`src/design/srhs_pkg.sv`:
```
// ----------------------------------------------------------------------------
// srhs_pkg - shared types and tables for the SIP request header scanner
// Byte class record, result record, line phases and match strings.
// ----------------------------------------------------------------------------
`default_nettype none

package srhs_pkg;

    localparam int LEN_BITS = 16;
    typedef logic [LEN_BITS-1:0] len_t;
    localparam len_t LEN_MAX = '1;

    localparam logic [7:0] CH_COLON = 8'h3A;

    localparam logic [1:0] METH_UNKNOWN  = 2'd0;
    localparam logic [1:0] METH_INVITE   = 2'd1;
    localparam logic [1:0] METH_REGISTER = 2'd2;

    localparam logic [1:0] KIND_NONE  = 2'd0;
    localparam logic [1:0] KIND_SDP   = 2'd1;
    localparam logic [1:0] KIND_OTHER = 2'd2;

    typedef enum logic [2:0] {
        PH_NAME,
        PH_TAIL,
        PH_LEAD,
        PH_VALUE,
        PH_SKIP
    } phase_t;

    // one classified input byte
    typedef struct packed {
        logic [7:0] lc;      // case-folded byte
        logic       ws;
        logic       lf;
        logic       cr;
        logic       colon;
        logic       digit;
        logic [3:0] dval;
        logic       last;
    } byte_t;

    typedef struct packed {
        logic [1:0]  method_code;
        logic [15:0] body_offset;
        logic [15:0] body_length;
        logic [1:0]  content_kind;
    } res_t;

    function automatic logic [7:0] pat_invite(input logic [3:0] i);
        logic [7:0] r;
        unique case (i)
            4'd0: r = "i";
            4'd1: r = "n";
            4'd2: r = "v";
            4'd3: r = "i";
            4'd4: r = "t";
            4'd5: r = "e";
            default: r = 8'h00;
        endcase
        return r;
    endfunction

    function automatic logic [7:0] pat_register(input logic [3:0] i);
        logic [7:0] r;
        unique case (i)
            4'd0: r = "r";
            4'd1: r = "e";
            4'd2: r = "g";
            4'd3: r = "i";
            4'd4: r = "s";
            4'd5: r = "t";
            4'd6: r = "e";
            4'd7: r = "r";
            default: r = 8'h00;
        endcase
        return r;
    endfunction

    function automatic logic [7:0] pat_clen(input logic [3:0] i);
        logic [7:0] r;
        unique case (i)
            4'd0:  r = "c";
            4'd1:  r = "o";
            4'd2:  r = "n";
            4'd3:  r = "t";
            4'd4:  r = "e";
            4'd5:  r = "n";
            4'd6:  r = "t";
            4'd7:  r = "-";
            4'd8:  r = "l";
            4'd9:  r = "e";
            4'd10: r = "n";
            4'd11: r = "g";
            4'd12: r = "t";
            4'd13: r = "h";
            default: r = 8'h00;
        endcase
        return r;
    endfunction

    function automatic logic [7:0] pat_ctype(input logic [3:0] i);
        logic [7:0] r;
        unique case (i)
            4'd0:  r = "c";
            4'd1:  r = "o";
            4'd2:  r = "n";
            4'd3:  r = "t";
            4'd4:  r = "e";
            4'd5:  r = "n";
            4'd6:  r = "t";
            4'd7:  r = "-";
            4'd8:  r = "t";
            4'd9:  r = "y";
            4'd10: r = "p";
            4'd11: r = "e";
            default: r = 8'h00;
        endcase
        return r;
    endfunction

    function automatic logic [7:0] pat_sdp(input logic [3:0] i);
        logic [7:0] r;
        unique case (i)
            4'd0:  r = "a";
            4'd1:  r = "p";
            4'd2:  r = "p";
            4'd3:  r = "l";
            4'd4:  r = "i";
            4'd5:  r = "c";
            4'd6:  r = "a";
            4'd7:  r = "t";
            4'd8:  r = "i";
            4'd9:  r = "o";
            4'd10: r = "n";
            4'd11: r = "/";
            4'd12: r = "s";
            4'd13: r = "d";
            4'd14: r = "p";
            default: r = 8'h00;
        endcase
        return r;
    endfunction

endpackage

`default_nettype wire

```
`src/design/srhs_front.sv`:
```
// ----------------------------------------------------------------------------
// srhs_front - byte classifier
// Folds case and flags whitespace, line feed, CR, colon and digits.
// ----------------------------------------------------------------------------
`default_nettype none

module srhs_front (
    input  wire logic [7:0]    data_byte,
    input  wire logic          last_byte,
    output srhs_pkg::byte_t    cls
);
    import srhs_pkg::*;

    always_comb
    begin
        cls.lc    = (data_byte >= 8'd65 && data_byte <= 8'd90) ? (data_byte | 8'h20) : data_byte;
        cls.ws    = (data_byte == 8'd32) || (data_byte >= 8'd9 && data_byte <= 8'd13);
        cls.lf    = (data_byte == 8'd10);
        cls.cr    = (data_byte == 8'd13);
        cls.colon = (data_byte == CH_COLON);
        cls.digit = (data_byte >= 8'd48 && data_byte <= 8'd57);
        cls.dval  = 4'(data_byte - 8'd48);
        cls.last  = last_byte;
    end

endmodule

`default_nettype wire

```
`src/design/srhs_byte_q.sv`:
```
// ----------------------------------------------------------------------------
// srhs_byte_q - two-entry queue of classified bytes
// Decouples the classifier from the scanner.
// ----------------------------------------------------------------------------
`default_nettype none

module srhs_byte_q (
    input  wire logic          clk,
    input  wire logic          rst_n,
    input  wire logic          wr_en,
    input  srhs_pkg::byte_t    wr_data,
    output logic               full,
    output logic               valid,
    input  wire logic          rd_en,
    output srhs_pkg::byte_t    rd_data
);
    import srhs_pkg::*;

    byte_t      mem_reg [2];
    logic       wptr_reg, wptr_next;
    logic       rptr_reg, rptr_next;
    logic [1:0] cnt_reg, cnt_next;
    logic       do_wr, do_rd;

    assign full    = (cnt_reg == 2'd2);
    assign valid   = (cnt_reg != 2'd0);
    assign rd_data = mem_reg[rptr_reg];
    assign do_wr   = wr_en && !full;
    assign do_rd   = rd_en && valid;

    always_comb
    begin
        wptr_next = do_wr ? !wptr_reg : wptr_reg;
        rptr_next = do_rd ? !rptr_reg : rptr_reg;
        cnt_next  = cnt_reg + {1'b0, do_wr} - {1'b0, do_rd};
    end

    always_ff @(posedge clk or negedge rst_n)
    begin
        if (!rst_n)
        begin
            wptr_reg <= 1'b0;
            rptr_reg <= 1'b0;
            cnt_reg  <= 2'd0;
        end
        else
        begin
            wptr_reg <= wptr_next;
            rptr_reg <= rptr_next;
            cnt_reg  <= cnt_next;
        end
    end

    always_ff @(posedge clk)
    begin
        if (do_wr)
        begin
            mem_reg[wptr_reg] <= wr_data;
        end
    end

endmodule

`default_nettype wire

```
`src/design/srhs_res_q.sv`:
```
// ----------------------------------------------------------------------------
// srhs_res_q - two-entry result queue
// Holds finished results until the receiver pops them.
// ----------------------------------------------------------------------------
`default_nettype none

module srhs_res_q (
    input  wire logic          clk,
    input  wire logic          rst_n,
    input  wire logic          wr_en,
    input  srhs_pkg::res_t     wr_data,
    output logic               full,
    output logic               empty,
    input  wire logic          rd_en,
    output srhs_pkg::res_t     rd_data
);
    import srhs_pkg::*;

    res_t       mem_reg [2];
    logic       wptr_reg, wptr_next;
    logic       rptr_reg, rptr_next;
    logic [1:0] cnt_reg, cnt_next;
    logic       do_wr, do_rd;

    assign full    = (cnt_reg == 2'd2);
    assign empty   = (cnt_reg == 2'd0);
    assign rd_data = mem_reg[rptr_reg];
    assign do_wr   = wr_en && !full;
    assign do_rd   = rd_en && !empty;

    always_comb
    begin
        wptr_next = do_wr ? !wptr_reg : wptr_reg;
        rptr_next = do_rd ? !rptr_reg : rptr_reg;
        cnt_next  = cnt_reg + {1'b0, do_wr} - {1'b0, do_rd};
    end

    always_ff @(posedge clk or negedge rst_n)
    begin
        if (!rst_n)
        begin
            wptr_reg <= 1'b0;
            rptr_reg <= 1'b0;
            cnt_reg  <= 2'd0;
        end
        else
        begin
            wptr_reg <= wptr_next;
            rptr_reg <= rptr_next;
            cnt_reg  <= cnt_next;
        end
    end

    always_ff @(posedge clk)
    begin
        if (do_wr)
        begin
            mem_reg[wptr_reg] <= wr_data;
        end
    end

endmodule

`default_nettype wire

```
`src/design/srhs_scan.sv`:
```
// ----------------------------------------------------------------------------
// srhs_scan - header scanner
// Per-byte method, blank-line and header-line tracking; emits one result
// on the last byte of a datagram and then returns to its start state.
// ----------------------------------------------------------------------------
`default_nettype none

module srhs_scan (
    input  wire logic          clk,
    input  wire logic          rst_n,
    input  wire logic          in_valid,
    input  srhs_pkg::byte_t    in_item,
    output logic               in_take,
    input  wire logic          res_full,
    output logic               res_push,
    output srhs_pkg::res_t     res
);
    import srhs_pkg::*;

    len_t       cnt_reg, cnt_next;
    logic [3:0] mm_reg, mm_next;
    logic       inv_reg, inv_next;
    logic       regm_reg, regm_next;
    logic       tok_reg, tok_next;
    logic [1:0] meth_reg, meth_next;
    logic       ifl_reg, ifl_next;
    logic       snl_reg, snl_next;
    len_t       bstart_reg, bstart_next;
    logic       bfound_reg, bfound_next;
    logic [3:0] np_reg, np_next;
    logic       clen_reg, clen_next;
    logic       ctyp_reg, ctyp_next;
    logic       sel_reg, sel_next;
    phase_t     ph_reg, ph_next;
    logic       ldone_reg, ldone_next;
    len_t       lval_reg, lval_next;
    logic       lnum_reg, lnum_next;
    logic       tdone_reg, tdone_next;
    logic [4:0] tpos_reg, tpos_next;
    logic       tbad_reg, tbad_next;
    logic       tgap_reg, tgap_next;
    logic       tany_reg, tany_next;
    logic [1:0] tcls_reg, tcls_next;

    logic                hit_len, hit_type, full_len, full_type, do_line_end, do_tc;
    logic [LEN_BITS+3:0] prod;
    len_t                total, offset, remain, blen;
    byte_t               b;

    assign b        = in_item;
    assign in_take  = in_valid && !res_full;
    assign res_push = in_take && b.last;

    always_comb
    begin
        cnt_next = cnt_reg;       mm_next = mm_reg;       inv_next = inv_reg;
        regm_next = regm_reg;     tok_next = tok_reg;     meth_next = meth_reg;
        ifl_next = ifl_reg;       snl_next = snl_reg;     bstart_next = bstart_reg;
        bfound_next = bfound_reg; np_next = np_reg;       clen_next = clen_reg;
        ctyp_next = ctyp_reg;     sel_next = sel_reg;     ph_next = ph_reg;
        ldone_next = ldone_reg;   lval_next = lval_reg;   lnum_next = lnum_reg;
        tdone_next = tdone_reg;   tpos_next = tpos_reg;   tbad_next = tbad_reg;
        tgap_next = tgap_reg;     tany_next = tany_reg;   tcls_next = tcls_reg;
        hit_len = 1'b0;  hit_type = 1'b0;  full_len = 1'b0;  full_type = 1'b0;
        do_tc = 1'b0;
        prod = '0;
        total = '0;  offset = '0;  remain = '0;  blen = '0;
        res = '0;
        do_line_end = 1'b0;

        if (in_take)
        begin
            cnt_next = (cnt_reg == LEN_MAX) ? LEN_MAX : cnt_reg + 1'b1;

            // method token
            if (!tok_reg)
            begin
                if (b.ws)
                begin
                    tok_next = 1'b1;
                    if (inv_reg && mm_reg == 4'd6)       meth_next = METH_INVITE;
                    else if (regm_reg && mm_reg == 4'd8) meth_next = METH_REGISTER;
                    else                                  meth_next = METH_UNKNOWN;
                end
                else
                begin
                    inv_next  = inv_reg && mm_reg < 4'd6 && b.lc == pat_invite(mm_reg);
                    regm_next = regm_reg && mm_reg < 4'd8 && b.lc == pat_register(mm_reg);
                    if (mm_reg < 4'd9) mm_next = mm_reg + 4'd1;
                end
            end

            // blank line search
            if (!bfound_reg)
            begin
                if (b.lf)
                begin
                    if (snl_reg)
                    begin
                        bfound_next = 1'b1;
                        bstart_next = cnt_next;
                    end
                    else
                    begin
                        snl_next = 1'b1;
                    end
                end
                else if (!b.cr)
                begin
                    snl_next = 1'b0;
                end
            end

            // header lines
            if (ifl_reg)
            begin
                if (b.lf) ifl_next = 1'b0;
            end
            else if (!b.lf)
            begin
                unique case (ph_reg)
                    PH_NAME:
                    begin
                        if (b.colon || b.ws)
                        begin
                            full_len  = clen_reg && np_reg == 4'd14;
                            full_type = ctyp_reg && np_reg == 4'd12;
                            if (full_len || full_type)
                            begin
                                sel_next = full_len;
                                if (b.colon)
                                begin
                                    hit_len  = full_len;
                                    hit_type = !full_len;
                                    ph_next  = PH_LEAD;
                                end
                                else
                                begin
                                    ph_next = PH_TAIL;
                                end
                            end
                            else
                            begin
                                ph_next = PH_SKIP;
                            end
                        end
                        else
                        begin
                            clen_next = clen_reg && np_reg < 4'd14 && b.lc == pat_clen(np_reg);
                            ctyp_next = ctyp_reg && np_reg < 4'd12 && b.lc == pat_ctype(np_reg);
                            if (np_reg < 4'd15) np_next = np_reg + 4'd1;
                            if (!clen_next && !ctyp_next) ph_next = PH_SKIP;
                        end
                    end
                    PH_TAIL:
                    begin
                        if (!b.ws) ph_next = PH_SKIP;
                    end
                    PH_LEAD:
                    begin
                        if (!b.ws)
                        begin
                            if (sel_reg)
                            begin
                                if (b.digit)
                                begin
                                    lnum_next = 1'b1;
                                    lval_next = LEN_BITS'(b.dval);
                                    ph_next   = PH_VALUE;
                                end
                                else
                                begin
                                    ph_next = PH_SKIP;
                                end
                            end
                            else
                            begin
                                do_tc   = 1'b1;
                                ph_next = PH_VALUE;
                            end
                        end
                    end
                    PH_VALUE:
                    begin
                        if (sel_reg)
                        begin
                            if (b.digit)
                            begin
                                prod = ((LEN_BITS+4)'(lval_reg) << 3) + ((LEN_BITS+4)'(lval_reg) << 1)
                                     + (LEN_BITS+4)'(b.dval);
                                lval_next = (prod > (LEN_BITS+4)'(LEN_MAX)) ? LEN_MAX
                                                                            : LEN_BITS'(prod);
                            end
                            else
                            begin
                                ph_next = PH_SKIP;
                            end
                        end
                        else if (b.ws)
                        begin
                            tgap_next = 1'b1;
                        end
                        else
                        begin
                            do_tc = 1'b1;
                        end
                    end
                    PH_SKIP: ;
                    default: ;
                endcase
            end

            // one content-type value character
            if (do_tc)
            begin
                tbad_next = tbad_reg || tgap_reg
                          || !(tpos_reg < 5'd15 && b.lc == pat_sdp(tpos_reg[3:0]));
                if (tpos_reg < 5'd16) tpos_next = tpos_reg + 5'd1;
                tany_next = 1'b1;
                tgap_next = 1'b0;
            end

            // end of a header line: at LF, or the unterminated last line
            do_line_end = !ifl_reg && (b.lf || b.last);
            if (do_line_end)
            begin
                unique case (ph_next)
                    PH_NAME:
                    begin
                        if (clen_next && np_next == 4'd14)      hit_len = 1'b1;
                        else if (ctyp_next && np_next == 4'd12) hit_type = 1'b1;
                    end
                    PH_TAIL:
                    begin
                        hit_len  = sel_next;
                        hit_type = !sel_next;
                    end
                    PH_VALUE:
                    begin
                        if (!sel_next)
                        begin
                            if (!tany_next)                             tcls_next = KIND_NONE;
                            else if (!tbad_next && tpos_next == 5'd15) tcls_next = KIND_SDP;
                            else                                        tcls_next = KIND_OTHER;
                        end
                    end
                    PH_LEAD, PH_SKIP: ;
                    default: ;
                endcase
            end

            if (hit_len)
            begin
                ldone_next = 1'b1;
                lnum_next  = 1'b0;
                lval_next  = '0;
            end
            if (hit_type)
            begin
                tdone_next = 1'b1;
                tcls_next  = KIND_NONE;
                tpos_next  = '0;
                tbad_next  = 1'b0;
                tgap_next  = 1'b0;
                tany_next  = 1'b0;
            end

            // new line starts after the first LF and after every line end
            if ((ifl_reg && b.lf) || do_line_end)
            begin
                ph_next   = PH_NAME;
                np_next   = '0;
                clen_next = !ldone_next;
                ctyp_next = !tdone_next;
            end

            if (b.last)
            begin
                if (!tok_reg && !b.ws)
                begin
                    if (inv_next && mm_next == 4'd6)       meth_next = METH_INVITE;
                    else if (regm_next && mm_next == 4'd8) meth_next = METH_REGISTER;
                    else                                    meth_next = METH_UNKNOWN;
                end
                total  = cnt_next;
                offset = bfound_next ? bstart_next : total;
                remain = total - offset;
                if (meth_next == METH_INVITE)
                begin
                    blen = (lnum_next && lval_next < remain) ? lval_next : remain;
                    res.content_kind = tcls_next;
                end
                res.method_code = meth_next;
                res.body_offset = 16'(offset);
                res.body_length = 16'(blen);

                // back to the start state for the next datagram
                cnt_next = '0;     mm_next = '0;      inv_next = 1'b1;   regm_next = 1'b1;
                tok_next = 1'b0;   meth_next = METH_UNKNOWN;             ifl_next = 1'b1;
                snl_next = 1'b0;   bstart_next = '0;  bfound_next = 1'b0;
                np_next = '0;      clen_next = 1'b1;  ctyp_next = 1'b1;  sel_next = 1'b0;
                ph_next = PH_NAME; ldone_next = 1'b0; lval_next = '0;    lnum_next = 1'b0;
                tdone_next = 1'b0; tpos_next = '0;    tbad_next = 1'b0;  tgap_next = 1'b0;
                tany_next = 1'b0;  tcls_next = KIND_NONE;
            end
        end
    end

    always_ff @(posedge clk or negedge rst_n)
    begin
        if (!rst_n)
        begin
            cnt_reg <= '0;     mm_reg <= '0;      inv_reg <= 1'b1;   regm_reg <= 1'b1;
            tok_reg <= 1'b0;   meth_reg <= METH_UNKNOWN;             ifl_reg <= 1'b1;
            snl_reg <= 1'b0;   bstart_reg <= '0;  bfound_reg <= 1'b0;
            np_reg <= '0;      clen_reg <= 1'b1;  ctyp_reg <= 1'b1;  sel_reg <= 1'b0;
            ph_reg <= PH_NAME; ldone_reg <= 1'b0; lval_reg <= '0;    lnum_reg <= 1'b0;
            tdone_reg <= 1'b0; tpos_reg <= '0;    tbad_reg <= 1'b0;  tgap_reg <= 1'b0;
            tany_reg <= 1'b0;  tcls_reg <= KIND_NONE;
        end
        else
        begin
            cnt_reg <= cnt_next;     mm_reg <= mm_next;       inv_reg <= inv_next;
            regm_reg <= regm_next;   tok_reg <= tok_next;     meth_reg <= meth_next;
            ifl_reg <= ifl_next;     snl_reg <= snl_next;     bstart_reg <= bstart_next;
            bfound_reg <= bfound_next; np_reg <= np_next;     clen_reg <= clen_next;
            ctyp_reg <= ctyp_next;   sel_reg <= sel_next;     ph_reg <= ph_next;
            ldone_reg <= ldone_next; lval_reg <= lval_next;   lnum_reg <= lnum_next;
            tdone_reg <= tdone_next; tpos_reg <= tpos_next;   tbad_reg <= tbad_next;
            tgap_reg <= tgap_next;   tany_reg <= tany_next;   tcls_reg <= tcls_next;
        end
    end

endmodule

`default_nettype wire

```
`src/design/sip_request_header_scanner_top.sv`:
```
// ----------------------------------------------------------------------------
// sip_request_header_scanner_top - SIP request header scanner
// Streams one SIP request datagram a byte at a time and reports the method,
// body offset, clamped body length and content-type class at its last byte.
// ----------------------------------------------------------------------------
// Usage:
//   Input channel: drive data_byte/last_byte and raise push; the item is taken
//   on a clock edge where full is low. Mark the final byte with last_byte.
//   Result channel: while empty is low the oldest result sits on
//   method_code/body_offset/body_length/content_kind; pop takes it.
//   Throughput: one byte per cycle while the result queue is not full. The
//   classifier feeds a two-entry byte queue; the scanner retires one queued
//   byte per cycle unless it holds. A last byte is registered in the byte
//   queue; once scanned, its result is registered and empty goes low.
//   Stalls: results wait in a two-entry result queue. Once it is full the
//   scanner holds, the byte queue fills, and full rises; nothing is dropped.
//   Reset: rst_n low clears both queues and puts the scanner in its start
//   state (first line, method match restarted); no sweep is needed.
//   After each datagram the scanner returns to the same start state.
// ----------------------------------------------------------------------------
`default_nettype none

module sip_request_header_scanner_top (
    input  wire logic        clk,
    input  wire logic        rst_n,
    input  wire logic [7:0]  data_byte,
    input  wire logic        last_byte,
    input  wire logic        push,
    output logic             full,
    output logic [1:0]       method_code,
    output logic [15:0]      body_offset,
    output logic [15:0]      body_length,
    output logic [1:0]       content_kind,
    output logic             empty,
    input  wire logic        pop
);
    import srhs_pkg::*;

    byte_t cls, q_item;
    logic  q_valid, scan_take, res_full, res_push;
    res_t  scan_res, out_res;

    // front: classify incoming byte
    srhs_front u_front (
        .data_byte (data_byte),
        .last_byte (last_byte),
        .cls       (cls)
    );

    // short queue between classifier and scanner
    srhs_byte_q u_byte_q (
        .clk     (clk),
        .rst_n   (rst_n),
        .wr_en   (push),
        .wr_data (cls),
        .full    (full),
        .valid   (q_valid),
        .rd_en   (scan_take),
        .rd_data (q_item)
    );

    // back: per-byte scan state
    srhs_scan u_scan (
        .clk      (clk),
        .rst_n    (rst_n),
        .in_valid (q_valid),
        .in_item  (q_item),
        .in_take  (scan_take),
        .res_full (res_full),
        .res_push (res_push),
        .res      (scan_res)
    );

    // result buffer toward the receiver
    srhs_res_q u_res_q (
        .clk     (clk),
        .rst_n   (rst_n),
        .wr_en   (res_push),
        .wr_data (scan_res),
        .full    (res_full),
        .empty   (empty),
        .rd_en   (pop),
        .rd_data (out_res)
    );

    assign method_code  = out_res.method_code;
    assign body_offset  = out_res.body_offset;
    assign body_length  = out_res.body_length;
    assign content_kind = out_res.content_kind;

endmodule

`default_nettype wire

```
`config.mk`:
```
export PLATFORM = sky130hd
export DESIGN_NAME = sip_request_header_scanner_top
export DESIGN_NICKNAME = d
export VERILOG_FILES = /design/src/design/srhs_pkg.sv /design/src/design/srhs_front.sv /design/src/design/srhs_byte_q.sv /design/src/design/srhs_res_q.sv /design/src/design/srhs_scan.sv /design/src/design/sip_request_header_scanner_top.sv
export SDC_FILE = /design/constraint.sdc
export NUM_CORES = 1
export LEC_CHECK = 0
export ABC_AREA = 1
export BUFFER_PORTS_ARGS = -buffer_cell sky130_fd_sc_hd__buf_2
export CAP_MARGIN = 25
export CORE_MARGIN = 2
export CORE_UTILIZATION = 55
export DETAILED_ROUTE_END_ITERATION = 10
export PLACE_DENSITY = 0.8
export SETUP_SLACK_MARGIN = 0.05
export SYNTH_ARGS = -nofsm -noshare
export SYNTH_HDL_FRONTEND = slang
export SYNTH_HIERARCHICAL = 1
export SYNTH_SLANG_ARGS = --single-unit
```
`constraint.sdc`:
```
create_clock -name clk -period 5.5 [get_ports clk]
set_input_delay 1.65 -clock clk [delete_from_list [all_inputs] [get_ports clk]]
set_output_delay 1.65 -clock clk [all_outputs]
set_load 0.01 [all_outputs]
```
==> results.cfg <==
[status]
status = finished, violations left
violations = negative setup slack

[yosys]
synthCells = 1687
yosysSeqAreaShare_pct = 41.7
synthArstFlopShare_pct = 45.7
yosysWarningCount = 6
synthesis.area_mm2 = 0.0132
synth_seq_cells = 199
synth_area_leaders = edfxtp_1 (24%), dfrtp_1 (16%), nand2_1 (13%)
synth_edf_count = 108
yosys_most_used_dff = edfxtp_1
yosysTopAreaCellShare_pct = 24.5
syn_avg_cell_area_um2 = 7.85
synth_area_leader_cell = edfxtp_1
syn_nets = 1790
synth_cell_type_count = 55

[timing]
finalMaxSlewViolations = 0
min_period_ps = 5500
fin_hold_ws_ps = 486
finalHoldViolCount = 0
grt_setup_unrepaired = true
fin_crit_sh_pct = 100
setup_violations = 1
layout_setup_ws_ps = -0.882
clock-skew-final_ps = 17.2
fmax_mhz = 182
tightest_slew_ps = 996
max_slew_margin_pct = 33.4

[cts]
ctsHoldBuffers = 0
numCtsBuffers = 17
cts.sinks = 199
clockBufferDepth = 2
clk_latency_ps = 450
tritoncts = done
htreeDepth = 4
cts_root_buf = clkbuf_16
path_clk_slew_ps = 90

[global_route]
grt_use_met2_pct = 42.8
antenna_found_initial = 0
grt_overflow = 0
grt-busiest-layer = met2
grt_pass1_vias = 11115
grt_pass1_wl_um = 53200
grt_max_degree = 66
use_met1_pct = 33.3
use_met3_pct = 4.43
grtUsageTotal_pct = 25.5

[final_layout]
final_util_pct = 63.8
fillers = 1931
antennaDiodeCount = 0
finalNetCount = 1871
syn_to_final_growth_pct = 13.4
drive_above_1_share_pct = 14.8
largest_reg_flops = 72

[critical_path]
crit_buf_inv = 6
critPathCaptureType = register
worst-path-max-fanout = 6
crit_family = simple AND/OR/NAND/NOR gates
worst_ep_required_time_ps = 5700
timing.rr.start = u_scan/cnt_reg[0]
startpoint = u_scan/cnt_reg[0]
critPathArrivalTime_ps = 5700
rrSetupSlack_ps = -0.9
critPathSlowestCell = dfrtp_1
cpPeakStageDelay_ps = 360
crit_type = reg -> reg
critPathLaunchType = register

[placement]
gp_congestion = 0.990
place_hpwl_um = 23400
numPortBuffers = 50

[power_and_ir_drop]
ir_drop_v = 0.000345
p_per_area_mw_per_mm2 = 541
p_total_uw = 8130
power.leakage_uw = 0.00711

[detailed_routing]
drtPass1Iterations = 8
remaining_drc_errors = 0
drtIter0Drc = 1236
wl_per_cell_um = 15.9
ant_nets = 0
via_per_inst = 5.72
via_count = 12017
wl_um = 33400

[min_path]
holdCritPathClass = reg -> reg
min_from = u_res_q/wptr_reg

[floorplanning]
ios = 51
start_util_pct = 56.3
fp.dieH_um = 159
rows = 56
die_w_um = 159
core_mm2 = 0.0235
fp.dieArea_mm2 = 0.0253

[job]
cap_violations = 0
-- cell type report --
| class | instances | area, um^2 | share of cell area [%] |
|---|---|---|---|
| multi-input combinational | 1223 | 6880 | 45.8 |
| sequential | 199 | 5530 | 36.8 |
| timing repair buffer | 119 | 790 | 5.25 |
| inverter | 208 | 781 | 5.20 |
| clock buffer | 17 | 425 | 2.83 |
| tap | 319 | 399 | 2.66 |
| clock inverter | 15 | 219 | 1.46 |
-- Yosys cell counts, drive strengths merged, types with 2 or more instances --
| master | number |
|---|---|
| a211oi | 5 |
| a21boi | 4 |
| a21oi | 72 |
| a221oi | 4 |
| a22oi | 2 |
| a31oi | 8 |
| a32oi | 10 |
| buf | 32 |
| clkbuf | 28 |
| clkinv | 4 |
| dfrtp | 86 |
| dfstp | 5 |
| edfxtp | 108 |
| fa | 3 |
| ha | 87 |
| inv | 204 |
| nand2 | 482 |
| nand3 | 89 |
| nand3b | 3 |
| nand4 | 9 |
| nor2 | 166 |
| nor3 | 29 |
| nor4 | 5 |
| o211ai | 6 |
| o21ai | 119 |
| o21bai | 5 |
| o221ai | 2 |
| o22ai | 39 |
| o31ai | 8 |
| o41ai | 3 |
| or2 | 2 |
| xnor2 | 8 |
| xor2 | 41 |
-- worst min-delay path: cells and delay by family, from the launching register on --
kind,cells,cell delay (ps)
and+or+nand+nor,2,100
DFF,1,360
-- metal layers --
layer / wire (um) / share of wire [%] / vias to the layer above
met4: 1180 / 3.5 / 0
met2: 15900 / 48 / 575
met1: 13800 / 41 / 5560
li1: - / - / 5783
met5: 0 / 0 / -
met3: 2540 / 7.6 / 99
-- layout by cell type, fill, tap and decap left out, types with 5 or more instances in the layout --
master and instances:
nor2_4 14, nor2_2 20, buf_4 65, buf_2 49, inv_2 11, o22ai_1 39
inv_1 193, xor2_1 40, dfstp_2 5, clkbuf_16 17, nand2_1 467, a31oi_1 7
nand2_2 13, o21ai_2 5, nor4_1 5, o21ai_1 8, nand3_2 9, edfxtp_1 108
o211ai_1 6, nor2_1 132, o31ai_1 8, xnor2_1 8, buf_6 5, a32oi_1 10
nor3_1 21, o21ai_0 106, o21bai_1 5, ha_1 85, nand3_1 79, nor3_2 7
a21oi_2 6, a21oi_1 66, dfrtp_1 85, nand4_1 9
-- logic make-up after synthesis --
kind of cell | Yosys count | synth area share, %
compound gates | 293 | 12.8
xor+xnor | 49 | 3.24
fa+ha+maj | 90 | 8.67
buf+inv | 268 | 8.76
flops | 199 | 41.7
mux | 2 | 0.161
simple gates | 786 | 24.6
-- path summary, 6_finish.rpt --
check                                        end  cells after the start
setup / recovery           u_res_q/mem_reg[1][4]                     39
min in group asynchronous     u_scan/tpos_reg[2]                      1
setup reg to reg           u_res_q/mem_reg[1][4]                     39
max in group asynchronous     u_scan/lval_reg[3]                      2
hold reg to reg                 u_res_q/wptr_reg                      2
hold / removal                  u_res_q/wptr_reg                      2
-- metrics by stage --
step	instances	cell area, um^2	setup slack [ps]	TNS (ps)
2_1_floorplan	1687	13200	229	0
3_3_place_gp	2050	13900	-67.7	-988
3_5_place_dp	2050	13900	-255	-5460
4_1_cts	2082	14600	51.3	0
5_1_grt	2100	15000	-351	-9100
6_report	2100	15000	-0.882	-0.882
-- where the power goes --
part | internal, uW | switching, uW | total, uW
combinational | 1610 | 2980 | 4580
clock | 646 | 703 | 1350
sequential | 2030 | 175 | 2200
total | 4280 | 3850 | 8130
-- timing repair --
item / CTS / global route
resized for setup: 2 / 91
setup buffers: 0 / 14
gates cloned: 0 / 4
endpoints found under the setup margin: 32 / 32
pin swaps: 1 / 31
Note: power is estimated with default switching activity, not from simulation.
